### src/hw/rtl/assert_macros.svh
// ----------------------------------------------------------------------------
// Assertion macros
// Concurrent assertion wrappers; they expand to nothing in synthesis.
// ----------------------------------------------------------------------------
`ifndef ASSERT_MACROS_SVH
`define ASSERT_MACROS_SVH

`ifndef SYNTHESIS

// checked while out of reset
`define ASSERT_CLK(lbl, clk, rst_n, prop, msg) \
  lbl: assert property (@(posedge clk) disable iff (!rst_n) prop) else $error(msg);

// checked at every edge, reset included
`define ASSERT_ALWAYS(lbl, clk, prop, msg) \
  lbl: assert property (@(posedge clk) prop) else $error(msg);

`else

`define ASSERT_CLK(lbl, clk, rst_n, prop, msg)
`define ASSERT_ALWAYS(lbl, clk, prop, msg)

`endif

`endif

### src/hw/rtl/tasc_pkg.sv
// ----------------------------------------------------------------------------
// tasc_pkg
// Types, constants and decode functions of the two-axis step controller.
// ----------------------------------------------------------------------------
package tasc_pkg;

  localparam int CNT_W     = 16;
  localparam int REG_W     = 16;
  localparam int CMP_W     = (CNT_W > REG_W) ? CNT_W : REG_W;
  localparam int CFG_IDX_W = 2;

  localparam logic [CFG_IDX_W-1:0] CFG_SLOW_PERIOD = 2'd0;
  localparam logic [CFG_IDX_W-1:0] CFG_FAST_PERIOD = 2'd1;
  localparam logic [CFG_IDX_W-1:0] CFG_TIMEOUT     = 2'd2;

  localparam logic [REG_W-1:0] SLOW_PERIOD_RST = 16'd20;
  localparam logic [REG_W-1:0] FAST_PERIOD_RST = 16'd10;
  localparam logic [REG_W-1:0] TIMEOUT_RST     = 16'd150;

  localparam int FAST_BIT = 4;

  localparam logic [3:0] D_STOP         = 4'd0;
  localparam logic [3:0] D_TOP          = 4'd1;
  localparam logic [3:0] D_TOP_RIGHT    = 4'd2;
  localparam logic [3:0] D_RIGHT        = 4'd3;
  localparam logic [3:0] D_BOTTOM_RIGHT = 4'd4;
  localparam logic [3:0] D_BOTTOM       = 4'd5;
  localparam logic [3:0] D_BOTTOM_LEFT  = 4'd6;
  localparam logic [3:0] D_LEFT         = 4'd7;
  localparam logic [3:0] D_TOP_LEFT     = 4'd8;

  localparam logic OP_TICK = 1'b0;
  localparam logic OP_CMD  = 1'b1;

  typedef struct packed {
    logic       op;
    logic [7:0] cmd_byte;
    logic       limit_left;
    logic       limit_right;
    logic       limit_top;
    logic       limit_bottom;
  } in_item_t;

  typedef struct packed {
    logic step0;
    logic step1;
    logic dir_pin0;
    logic dir_pin1;
    logic enabled0;
    logic enabled1;
  } out_item_t;

  typedef struct packed {
    logic [REG_W-1:0] slow_period;
    logic [REG_W-1:0] fast_period;
    logic [REG_W-1:0] command_timeout;
  } cfg_t;

  // motor enable/dir pair per direction code
  typedef struct packed {
    logic en0;
    logic dir0;
    logic en1;
    logic dir1;
  } mode_t;

  function automatic logic [3:0] limit_reduce(input logic [3:0] d_in, input logic l,
                                              input logic r, input logic t,
                                              input logic b);
    logic [3:0] d;
    d = d_in;
    if (l) begin
      if (d == D_LEFT) d = D_STOP;
      else if (d == D_BOTTOM_LEFT) d = D_BOTTOM;
      else if (d == D_TOP_LEFT) d = D_TOP;
    end
    if (r) begin
      if (d == D_RIGHT) d = D_STOP;
      else if (d == D_BOTTOM_RIGHT) d = D_BOTTOM;
      else if (d == D_TOP_RIGHT) d = D_TOP;
    end
    if (t) begin
      if (d == D_TOP) d = D_STOP;
      else if (d == D_TOP_LEFT) d = D_LEFT;
      else if (d == D_TOP_RIGHT) d = D_RIGHT;
    end
    if (b) begin
      if (d == D_BOTTOM) d = D_STOP;
      else if (d == D_BOTTOM_LEFT) d = D_LEFT;
      else if (d == D_BOTTOM_RIGHT) d = D_RIGHT;
    end
    return d;
  endfunction

  function automatic mode_t mode_lookup(input logic [3:0] d);
    mode_t m;
    case (d)
      D_TOP:          m = 4'b1110;
      D_TOP_RIGHT:    m = 4'b0010;
      D_RIGHT:        m = 4'b1010;
      D_BOTTOM_RIGHT: m = 4'b1000;
      D_BOTTOM:       m = 4'b1011;
      D_BOTTOM_LEFT:  m = 4'b0011;
      D_LEFT:         m = 4'b1111;
      D_TOP_LEFT:     m = 4'b1100;
      default:        m = 4'b0000;
    endcase
    return m;
  endfunction

endpackage

### src/hw/rtl/tasc_cfg.sv
// ----------------------------------------------------------------------------
// tasc_cfg
// Period and timeout registers behind the write-only configuration port.
// ----------------------------------------------------------------------------
module tasc_cfg (
  input  logic                              clk,
  input  logic                              rst_n,
  input  logic                              cfg_we,
  input  logic [tasc_pkg::CFG_IDX_W-1:0]    cfg_idx,
  input  logic [tasc_pkg::REG_W-1:0]        cfg_wdata,
  output tasc_pkg::cfg_t                    cfg
);

  tasc_pkg::cfg_t cfg_r;

  always_ff @(posedge clk) begin
    if (!rst_n) begin
      cfg_r.slow_period     <= tasc_pkg::SLOW_PERIOD_RST;
      cfg_r.fast_period     <= tasc_pkg::FAST_PERIOD_RST;
      cfg_r.command_timeout <= tasc_pkg::TIMEOUT_RST;
    end else if (cfg_we) begin
      case (cfg_idx)
        tasc_pkg::CFG_SLOW_PERIOD: cfg_r.slow_period     <= cfg_wdata;
        tasc_pkg::CFG_FAST_PERIOD: cfg_r.fast_period     <= cfg_wdata;
        tasc_pkg::CFG_TIMEOUT:     cfg_r.command_timeout <= cfg_wdata;
        default: ;
      endcase
    end
  end

  assign cfg = cfg_r;

endmodule

### src/hw/rtl/tasc_core.sv
// ----------------------------------------------------------------------------
// tasc_core
// Motor state and the per-beat update: pulse counter, timeout, command decode.
// ----------------------------------------------------------------------------
module tasc_core (
  input  logic                 clk,
  input  logic                 rst_n,
  input  logic                 fire,
  input  tasc_pkg::in_item_t   item,
  input  tasc_pkg::cfg_t       cfg,
  output tasc_pkg::out_item_t  res
);

  logic [tasc_pkg::CNT_W-1:0] pulse_r, pulse_nxt;
  logic [tasc_pkg::CNT_W-1:0] expire_r, expire_nxt;
  logic                       fast_r, fast_nxt;
  logic [1:0]                 en_r, en_nxt;
  logic [1:0]                 dir_r, dir_nxt;
  logic [1:0]                 pin_r, pin_nxt;

  logic [tasc_pkg::CNT_W-1:0] cnt_inc;
  logic [tasc_pkg::REG_W-1:0] period;
  logic                       hit;
  logic [1:0]                 step;
  logic [3:0]                 dcode;
  tasc_pkg::mode_t            mode;

  always_comb begin
    period  = fast_r ? cfg.fast_period : cfg.slow_period;
    cnt_inc = pulse_r + 1'b1;
    hit     = tasc_pkg::CMP_W'(cnt_inc) >= tasc_pkg::CMP_W'(period);
    dcode   = tasc_pkg::limit_reduce(item.cmd_byte[3:0], item.limit_left,
                                     item.limit_right, item.limit_top,
                                     item.limit_bottom);
    mode    = tasc_pkg::mode_lookup(dcode);

    pulse_nxt  = pulse_r;
    expire_nxt = expire_r;
    fast_nxt   = fast_r;
    en_nxt     = en_r;
    dir_nxt    = dir_r;
    pin_nxt    = pin_r;
    step       = 2'b00;

    if (item.op == tasc_pkg::OP_TICK) begin
      pulse_nxt = hit ? '0 : cnt_inc;
      step      = hit ? en_r : 2'b00;
      for (int m = 0; m < 2; m++) begin
        if (step[m]) pin_nxt[m] = dir_r[m];
      end
      if (expire_r != '0) begin
        expire_nxt = expire_r - 1'b1;
      end else begin
        en_nxt = 2'b00;
      end
    end else begin
      expire_nxt = tasc_pkg::CNT_W'(cfg.command_timeout);
      fast_nxt   = item.cmd_byte[tasc_pkg::FAST_BIT];
      if (dcode == tasc_pkg::D_STOP) begin
        en_nxt = 2'b00;
      end else if (dcode <= tasc_pkg::D_TOP_LEFT) begin
        en_nxt  = {mode.en1, mode.en0};
        dir_nxt = {mode.dir1, mode.dir0};
      end
    end

    res.step0    = step[0];
    res.step1    = step[1];
    res.dir_pin0 = pin_nxt[0];
    res.dir_pin1 = pin_nxt[1];
    res.enabled0 = en_nxt[0];
    res.enabled1 = en_nxt[1];
  end

  always_ff @(posedge clk) begin
    if (!rst_n) begin
      pulse_r  <= '0;
      expire_r <= '0;
      fast_r   <= 1'b0;
      en_r     <= 2'b00;
      dir_r    <= 2'b00;
      pin_r    <= 2'b00;
    end else if (fire) begin
      pulse_r  <= pulse_nxt;
      expire_r <= expire_nxt;
      fast_r   <= fast_nxt;
      en_r     <= en_nxt;
      dir_r    <= dir_nxt;
      pin_r    <= pin_nxt;
    end
  end

endmodule

### src/hw/rtl/two_axis_step_command_controller.sv
// Path: an accepted input beat is held in the input register, then its result beat in the result register.
// Throughput: one beat per cycle; a beat leaves the input register whenever
// the result register is empty or being taken in the same cycle.
// Reset: synchronous active-low rst_n empties both registers, clears counters
// and motor state, and loads the period/timeout registers with 20, 10, 150.
// ----------------------------------------------------------------------------
// two_axis_step_command_controller
// Step/direction controller for two motors: tick and command beats in,
// one step/direction/enable result beat out per input beat.
// ----------------------------------------------------------------------------
`include "assert_macros.svh"

module two_axis_step_command_controller (
  input  logic                            clk,
  input  logic                            rst_n,
  input  logic                            in_valid,
  output logic                            in_stall,
  input  tasc_pkg::in_item_t              in_data,
  output logic                            out_valid,
  input  logic                            out_stall,
  output tasc_pkg::out_item_t             out_data,
  input  logic                            cfg_we,
  input  logic [tasc_pkg::CFG_IDX_W-1:0]  cfg_idx,
  input  logic [tasc_pkg::REG_W-1:0]      cfg_wdata
);

  tasc_pkg::in_item_t  in_data_r;
  logic                in_valid_r;
  tasc_pkg::out_item_t out_data_r;
  logic                out_valid_r;
  tasc_pkg::cfg_t      cfg;
  tasc_pkg::out_item_t res;
  logic                out_free;
  logic                fire;
  logic                in_take;

  assign out_free = !out_valid_r || !out_stall;
  assign fire     = in_valid_r && out_free;
  assign in_stall = in_valid_r && !out_free;
  assign in_take  = in_valid && !in_stall;

  tasc_cfg u_cfg (
    .clk       (clk),
    .rst_n     (rst_n),
    .cfg_we    (cfg_we),
    .cfg_idx   (cfg_idx),
    .cfg_wdata (cfg_wdata),
    .cfg       (cfg)
  );

  tasc_core u_core (
    .clk   (clk),
    .rst_n (rst_n),
    .fire  (fire),
    .item  (in_data_r),
    .cfg   (cfg),
    .res   (res)
  );

  always_ff @(posedge clk) begin
    if (!rst_n) begin
      in_valid_r <= 1'b0;
    end else if (!in_stall) begin
      in_valid_r <= in_valid;
    end
  end

  always_ff @(posedge clk) begin
    if (in_take) in_data_r <= in_data;
  end

  always_ff @(posedge clk) begin
    if (!rst_n) begin
      out_valid_r <= 1'b0;
    end else if (out_free) begin
      out_valid_r <= in_valid_r;
    end
  end

  always_ff @(posedge clk) begin
    if (fire) out_data_r <= res;
  end

  assign out_valid = out_valid_r;
  assign out_data  = out_data_r;

  `ASSERT_CLK(a_stall_only_when_full, clk, rst_n, in_stall |-> (in_valid_r && out_valid_r && out_stall), "input stalled while a register has room")
  `ASSERT_CLK(a_fire_fills_output, clk, rst_n, fire |=> out_valid_r, "processed beat did not reach the result register")
  `ASSERT_ALWAYS(a_reset_empties, clk, !rst_n |=> (!in_valid_r && !out_valid_r), "registers not empty after reset")

endmodule
### config.mk
export PLATFORM = sky130hd
export DESIGN_NAME = two_axis_step_command_controller
export DESIGN_NICKNAME = d
export VERILOG_FILES = /design/src/hw/rtl/tasc_pkg.sv /design/src/hw/rtl/tasc_cfg.sv /design/src/hw/rtl/tasc_core.sv /design/src/hw/rtl/two_axis_step_command_controller.sv
export VERILOG_INCLUDE_DIRS = /design/src /design/src/hw/rtl
export SDC_FILE = /design/constraint.sdc
export NUM_CORES = 1
export LEC_CHECK = 0
export ABC_AREA = 0
export BUFFER_PORTS_ARGS = -buffer_cell sky130_fd_sc_hd__buf_2
export CORE_MARGIN = 2
export CORE_UTILIZATION = 55
export CTS_CLUSTER_DIAMETER = 100
export DETAILED_ROUTE_END_ITERATION = 8
export PLACE_DENSITY = 0.78
export SLEW_MARGIN = 20
export SYNTH_ARGS = -nofsm -noshare
export SYNTH_HDL_FRONTEND = slang
export SYNTH_SLANG_ARGS = --single-unit
### constraint.sdc
create_clock -name clk -period 9.3 [get_ports clk]
set_clock_uncertainty 0.05 [all_clocks]
set_input_delay 0.93 -clock clk [delete_from_list [all_inputs] [get_ports clk]]
set_output_delay 0.93 -clock clk [all_outputs]
set_load 0.1 [all_outputs]
Yosys cells after proc, flatten, opt, wreduce, memory -nomap -nowiden. Memories as Yosys holds them, arrays and structs flattened. Cells that the tools add are included.

Memories kept: 1. Memory bits (read-only): 64. Register bits after elaboration: 105. Word-level logic and storage cells: 91. Input port bits: 36. Output and inout port bits: 8.

$add $sub $neg: 2. Mux-type cells: 28. Reduce and logical (&&, ||, !) cells: 19. Magnitude comparators: 2. Bitwise operators: 2. Equality and inequality tests: 14.

Memory list: (no name shown) (depth 16, width 4, read ports 1, clocked after Yosys merged registers in 0, write ports 0, RTL line tasc_pkg.sv:97) `case (d)`.

Operators with widths (number): $mux 16 (4); $mux 4 (16); $eq 4x3->1 const B (6); $add 16x1->16 const B (1); $ge 16x16->1 (1); $reduce_bool 16->1 (1); $sub 16x1->16 const B (1); $eq 4x2->1 const B (3); $mux 2 (6); $reduce_and 2->1 (6); $eq 4x4->1 const B (2); $eq 4x1->1 const B (1); $le 4x4->1 const B (1); $logic_not 1->1 (4); $logic_not 4->1 (1); $reduce_and 4->1 (1); $logic_and 1x1->1 (3); $eq 2x1->1 const B (1); $eq 2x2->1 const B (1); $logic_not 2->1 (1); $mux 1 (2); $not 1->1 (2); $reduce_bool 2->1 (1); $logic_or 1x1->1 (1).

Depth between registers and ports, before layout. Gate-level depths: netlist of run 1.

Depth after elaboration: 24. Mapped depth: 14. Depth with buffers taken out: 13.

By module. From an unflattened synthesis of run 1, not the netlist that was laid out.

Cell total of the unflattened synthesis: 641. Area total of the unflattened synthesis: 5799.3 um2.

By module, submodules not included: tasc_core (instances 1, cells an instance 433, seq. area each 780.7 um2, area each 3266.9 um2); tasc_cfg (instances 1, cells an instance 181, seq. area each 960.9 um2, area each 1878.1 um2); two_axis_step_command_controller (instances 1, cells an instance 27, seq. area each 610.6 um2, area each 654.4 um2).

Worst setup path before layout of run 1. No wires, ideal clock.

Kind: reg2reg. Start point: reg u_core.fast_r. End point: reg out_data_r, in the netlist out_data[2], data pin. Path slack: 6244 ps. Data required time: 8988 ps. Setup time: 262 ps. Path buffers: 2. Arrival time: 2744 ps. Cell stages (with the launch flop): 12. Clock period less this slack: 3056 ps. Cell sequence: dfxtp_1 > clkbuf_1 > clkbuf_1 > mux2i_1 > ha_1 > a21o_1 > a21o_1 > a21oi_1 > o21ai_1 > a21oi_2 > nor3_1 > mux2_1.

RTL lines: from (decl) (RTL line tasc_core.sv:16) `logic fast_r, fast_nxt;`; from (signal assigned) (RTL line tasc_core.sv:86) `fast_r <= fast_nxt;`; to (signal assigned) (RTL line two_axis_step_command_controller.sv:81) `if (fire) out_data_r <= res;`; to (decl) (RTL line two_axis_step_command_controller.sv:29) `tasc_pkg::out_item_t out_data_r;`.

==> results of run 1 <==
[worst reg2reg max path, stage by stage (launching register included)]
cell,delay [ns]
dfxtp_1,0.99
mux2i_1,0.29
ha_1,0.27
a21o_1,0.17
a2111oi_0,0.38
o21ai_1,0.17
a21oi_2,0.16
buf_4,0.29
nor3_1,0.11
mux2_1,0.33
[routing by layer]
layer,routed length [um],share of wire
met5,0,0
met4,187,0.016
met3,480,0.040
met2,5940,0.49
met1,5440,0.45
[area by class of cell]
| cell class | instances | area, sq um | share of cell area |
|---|---|---|---|
| clock buffers | 9 | 124 | 0.0211 |
| multi-input cells | 506 | 2970 | 0.505 |
| flip-flops and latches | 105 | 2260 | 0.385 |
| well taps | 133 | 166 | 0.0283 |
| repair buffers | 45 | 238 | 0.0404 |
| clock inverters | 6 | 73.8 | 0.0126 |
| inverters | 13 | 48.8 | 0.00830 |
[Yosys cell counts (all sizes together) (8+ instances only)]
cell type	number	area, sq um
a21o	8	60.1
nand4	8	50.1
nor2	39	146
xnor2	11	96.3
nand3	34	170
ha	18	225
clkbuf	29	109
dfxtp	89	1780
nand2	136	510
mux2i	15	150
a21oi	90	454
buf	9	45.1
inv	12	45.1
o21ai	29	149
edfxtp	16	480
nor3	10	55.1
[final timing paths]
| path | to |
|---|---|
| worst max-delay path | out_data[2]$_DFFE_PP_ |
| worst min-delay path | u_cfg.cfg[41]$_SDFFE_PN0P_ |
| worst max register to register | out_data[2]$_DFFE_PP_ |
| worst min register to register | u_cfg.cfg[41]$_SDFFE_PN0P_ |
[metrics by stage]
stage	util	cell area, sq um
2_1_floorplan	-	5430
3_3_place_gp	0.587	5680
3_5_place_dp	0.587	5680
4_1_cts	0.607	5880
5_1_grt	0.607	5880
6_report	0.607	5880
[layout by cell type, fill, tap and decap left out, types with 5 or more instances in the layout]
| cell type | synthesis | routed |
|---|---|---|
| edfxtp_1 | 16 | 16 |
| mux2i_1 | 15 | 15 |
| nor2_1 | 39 | 38 |
| nand4_1 | 8 | 8 |
| nor3_1 | 9 | 9 |
| clkbuf_8 | 0 | 9 |
| a21o_1 | 8 | 8 |
| and3_1 | 7 | 7 |
| nand2_1 | 136 | 136 |
| o21ai_1 | 14 | 14 |
| a21oi_1 | 89 | 89 |
| inv_1 | 10 | 9 |
| ha_1 | 18 | 18 |
| a311oi_1 | 6 | 6 |
| a31oi_1 | 6 | 6 |
| dfxtp_1 | 89 | 89 |
| buf_4 | 1 | 5 |
| buf_2 | 6 | 40 |
| nand3_1 | 34 | 34 |
| o21ai_0 | 14 | 14 |
| xnor2_1 | 11 | 11 |
| nand2b_1 | 7 | 7 |
[kinds of logic (layout without fill, tap and decap cells)]
family / after synthesis / in the layout / share of synthesized area
simple gates: 277 / 277 / 0.239
compound gates: 177 / 177 / 0.205
flops: 105 / 105 / 0.417
buf+inv: 51 / 73 / 0.0373
fa+ha+maj: 19 / 19 / 0.0435
mux: 18 / 18 / 0.0339
xor+xnor: 15 / 15 / 0.0242
[flip-flops by register name (all words and copies together) (netlist names)]
name             cells
in_data_r           10
in_valid_r           1
out_data             6
out_valid            1
u_cfg.cfg           48
u_core.dir_r         2
u_core.en_r          2
u_core.expire_r     16
u_core.fast_r        1
u_core.pin_r         2
u_core.pulse_r      16
[power by group]
part	total (mW)	internal (mW)	leakage, nW	switching, mW
Clock	0.291	0.128	0.104	0.162
Combinational	0.153	0.0553	1.24	0.0973
Sequential	0.497	0.480	0.880	0.0178
Total	0.941	0.663	2.23	0.278
==> results_dict.tcl, run 1 <==
set metrics [dict create \
    nets 734 \
    cp.arrival_ns 3.51 \
    max_cap_violations 0 \
    grt_setup_unrepaired "false" \
    syn_inst 662 \
    cts_root_buffer "clkbuf_8" \
    worst_slack_ns 5.86 \
    grt_pass1_wl_um 19900 \
    die_area_sq_um 10700 \
    timing.hold.ws_ns 0.412 \
    ys.flop_type "dfxtp_1" \
    power_leakage_nw 2.23 \
    min-delay-start "u_cfg.cfg[41]$_SDFFE_PN0P_" \
    slew_viol_final 0 \
    dp_hpwl_um 8490 \
    fin_cells 817 \
    cts_resized 0 \
    start_util 0.561 \
    dp_slack_ns 5.87 \
    grt_usage 0.235 \
    num_rows 36 \
    synth_nets 716 \
    yosysSeqAreaShare 0.417 \
    ir_worst_vdd_mv 0.103 \
    cpPeakStageDelay_ns 0.99 \
    period_share 0.370 \
    place_congestion 0.880 \
    via_count 4756 \
    r2r_cells 9 \
    r2r_setup_slack_ns 5.86 \
    final-hold-violation-count 0 \
    syn_avg_cell_area_sq_um 8.20 \
    crit_buf_inv 1 \
    coreArea_sq_um 9680 \
    setup_viol 0 \
    r2r-start "u_core.fast_r$_SDFFE_PN0P_" \
    clkSinkCount 105 \
    die_width_um 103 \
    startpoint_type "flip-flop" \
    path_depth 9 \
    io_buffers 40 \
    grt_overflow_total 0 \
    antennaDiodeCount 0 \
    antenna_found_initial 0 \
    yosysWarningCount 0 \
    synth_edf_count 16 \
    path_class "reg -> reg" \
    routed_wl_um 12000 \
    io_pins 44 \
    grt_pass1_vias 4332 \
    hp-class "reg -> reg" \
    antenna_left 0 \
    crit_path_end_kind "flip-flop" \
    power_density_nw_per_um2 160 \
    met3_usage 0.0403 \
    fin_crit_ns 3.44 \
    drcViolationCount 0 \
    syn_area_sq_um 5430 \
    use_met2 0.390 \
    cts_buffer_depth 2 \
    tightest_slew_ns 1.00 \
    final_layout_size_suffix_gt1_frac 0.117 \
    max_freq_mhz 290 \
    place_inst 802 \
    grtUsageMet1 0.312 \
    drt-pass1-iter-count 4 \
    cp_cell_sequence "mux2i_1 -> ha_1 -> a21o_1 -> a2111oi_0 -> o21ai_1 -> a21oi_2 -> buf_4 -> nor3_1 -> mux2_1" \
    cpMaxStageDelayCell "dfxtp_1" \
    synth_seq_cells 105 \
    busiest_layer "met2" \
    cts-htree-levels 3 \
    synth_cell_type_count 69 \
    die_height_um 103 \
    postCtsSetupBuffers 0 \
    clk_pin_slew_ns 0.11 \
    slew_headroom 0.331 \
    cp.required_ns 9.37 \
    fill_cells 850 \
    cts_buffers 9 \
    drt-vias-per-instance 5.82 \
    grt_max_degree 57 \
    wl_per_cell_um 14.7 \
    drtIter0Drc 203 \
    finalPower_mw 0.941 \
    cp-startpoint "u_core.fast_r$_SDFFE_PN0P_" \
    ctsHoldBuffers 0 \
    cp_top_family "flip-flops" \
    clk_latency_ns 0.37 \
    worstPathMaxFanout 28 \
    setup_tns_ns 0 \
    min_path_cells 2 \
    areaGrowthSynthToFinish_pct 8.29 \
    async_flop_share 0 \
    outcome "finished clean" \
    cts_tree "yes" \
]
(Power assumes the default switching activity.)
==> inputs of run 2 (changes only) <==
--- a/config.mk
+++ b/config.mk
@@ -6,7 +6,7 @@
 export SDC_FILE = /design/constraint.sdc
 export NUM_CORES = 1
 export LEC_CHECK = 0
-export ABC_AREA = 0
+export ABC_AREA = 1
 export BUFFER_PORTS_ARGS = -buffer_cell sky130_fd_sc_hd__buf_2
 export CORE_MARGIN = 2
 export CORE_UTILIZATION = 55
==> constraint.sdc (replaced) <==
create_clock -name clk -period 3.5 [get_ports clk]
set_clock_uncertainty 0.05 [all_clocks]
set_input_delay 0.35 -clock clk [delete_from_list [all_inputs] [get_ports clk]]
set_output_delay 0.35 -clock clk [all_outputs]
set_load 0.1 [all_outputs]
==> run 2 against run 1 <==
Against the previous run: global-route usage is 0.80 points lower; non-clock buffer count is 1 higher; wire length is 3.2% lower; sequential share of layout area is 0.37 points lower; die area is 0.22% lower; largest power group unchanged.
==> results_dict.tcl, run 2 <==
set metrics [dict create \
    r2r_end "u_core.pin_r[0]$_SDFFE_PN0P_" \
    hp-class "in -> reg" \
    syn_inst 738 \
    power_density_nw_per_um2 426 \
    drcViolationCount 0 \
    cts_buffers 9 \
    die_height_um 103 \
    ys.flop_type "dfxtp_1" \
    io_pins 44 \
    drt-vias-per-instance 5.28 \
    r2r_setup_slack_ns 0.32 \
    nets 823 \
    cp.arrival_ns 3.41 \
    tightest_slew_ns 1.02 \
    via_count 4786 \
    r2r-start "u_core.pulse_r[0]$_SDFFE_PN0P_" \
    cts_root_buffer "clkbuf_8" \
    max_cap_violations 0 \
    cp_cell_sequence "ha_1 -> nand2_1 -> nor2_2 -> nand3_1 -> nor2_1 -> inv_1 -> nor2_2 -> nand4_1 -> xnor2_2 -> ha_1 -> nand2_1 -> inv_1 -> nand3_1 -> nor3_2 -> nand2_1 -> nand3_2 -> nand2_1 -> nand2_1 -> o21ai_0 -> o21ai_0 -> inv_1" \
    coreArea_sq_um 9680 \
    cpPeakStageDelay_ns 0.38 \
    num_rows 36 \
    drt-pass1-iter-count 5 \
    finalPower_mw 2.53 \
    synth_nets 792 \
    busiest_layer "met2" \
    antenna_left 0 \
    crit_buf_inv 3 \
    r2r_cells 21 \
    clk_latency_ns 0.39 \
    seq_area_sq_um 2260 \
    dp_hpwl_um 8290 \
    die_width_um 103 \
    grt_overflow_total 0 \
    cts-htree-levels 3 \
    final_cell_mix "nand2_1, nor2_1, dfxtp_1" \
    place_inst 891 \
    grt_max_degree 64 \
    grt_pass1_wl_um 19100 \
    timing.hold.ws_ns 0.0875 \
    synth.area.top_cells "dfxtp_1, nand2_1, edfxtp_1" \
    ys_top_cells_by_count "nand2_1, nor2_1, dfxtp_1" \
    synth_edf_count 16 \
    crit_end "u_core.pin_r[0]$_SDFFE_PN0P_" \
    start_util 0.559 \
    areaGrowthSynthToFinish_pct 9.61 \
    ctsHoldBuffers 0 \
    clkSinkCount 105 \
    drtIter0Drc 270 \
    synth_most_common_cell "nand2_1" \
    syn_area_sq_um 5420 \
    slew_headroom 0.320 \
    synth_cell_type_count 43 \
    met3_usage 0.0383 \
    max_freq_mhz 315 \
    clk_pin_slew_ns 0.10 \
    synth_seq_cells 105 \
    outcome "finished clean" \
    fin_crit_ns 3.18 \
    startpoint_type "flip-flop" \
    path_class "reg -> reg" \
    antennaDiodeCount 0 \
    final_common_cell "nand2_1" \
    yosysWarningCount 0 \
    final-hold-violation-count 0 \
    synth_top_area_cell "dfxtp_1" \
    cp.required_ns 3.73 \
    syn_avg_cell_area_sq_um 7.34 \
    final_layout_size_suffix_gt1_frac 0.146 \
    ir_worst_vdd_mv 0.274 \
    grtUsageMet1 0.315 \
    period_share 0.908 \
    multi_input_area_sq_um 2730 \
    place_congestion 0.830 \
    fin_cells 907 \
    crit_path_end_kind "flip-flop" \
    yosysSeqAreaShare 0.418 \
    grt_usage 0.227 \
    largest_reg_flops 48 \
    cp-startpoint "u_core.pulse_r[0]$_SDFFE_PN0P_" \
    cp_top_family "simple AND/OR/NAND/NOR gates" \
    fill_cells 870 \
    cpMaxStageDelayCell "dfxtp_1" \
    slew_viol_final 0 \
    power_leakage_nw 2.65 \
    cts_buffer_depth 2 \
    crit_top_cell "nand2_1" \
    setup_viol 0 \
    antenna_found_initial 0 \
    path_depth 21 \
    worstPathMaxFanout 3 \
    cts_tree "yes" \
    synth_top_area_share 0.329 \
    wl_per_cell_um 12.9 \
    die_area_sq_um 10700 \
    routed_wl_um 11700 \
    io_buffers 40 \
    postCtsSetupBuffers 0 \
    cts_resized 0 \
    min-delay-start "in_data[0]" \
    use_met2 0.355 \
    async_flop_share 0 \
    grt_pass1_vias 4290 \
]
-- run 2: layout make-up --
cell class                 instances  area share
tap                              133      0.0280
sequential                       105       0.381
inverter                          92      0.0582
clock buffer                       9      0.0209
timing repair buffer              46      0.0419
clock inverter                     7      0.0103
multi-input combinational        515       0.460
-- run 2: cells by family after synthesis --
| kind of cell | share of synthesized area |
|---|---|
| and+or+nand+nor | 0.261 |
| AOI/OAI and AO/OA | 0.164 |
| buffers and inverters | 0.0850 |
| DFF | 0.418 |
| adders and majority gates | 0.0416 |
| xor gates and xnor gates | 0.0275 |
| muxes | 0.00370 |
-- run 2: worst min path at each step --
stage	end	cells past startpoint
3_3_place_gp	u_cfg.cfg[36]$_SDFFE_PN1P_	2
2_1_floorplan	u_cfg.cfg[34]$_SDFFE_PN1P_	2
3_5_place_dp	u_cfg.cfg[36]$_SDFFE_PN1P_	2
4_1_cts	in_data_r[0]$_DFFE_PP_	1
5_1_grt	in_data_r[0]$_DFFE_PP_	1
6_report	in_data_r[0]$_DFFE_PP_	1
-- run 2: through the flow --
stage	instance area [sq um]	worst slack, ns	util	TNS (ns)
final	5940	0.321	0.613	0
after global routing	5940	-0.0126	0.613	-0.0126
after detailed placement	5710	0.155	0.590	0
after global placement	5710	0.305	0.590	0
after CTS	5900	0.136	0.609	0
after floorplan	5420	0.291	-	0
-- run 2: report_power, final --
group | switching [mW] | internal [mW]
registers | 0.0427 | 1.29
logic | 0.311 | 0.149
clock network | 0.461 | 0.273
-- run 2: layer usage --
metal,part of all wire,up-vias
li1,-,2456
met1,0.46,2203
met2,0.47,110
met3,0.046,17
met4,0.017,0
met5,0,-
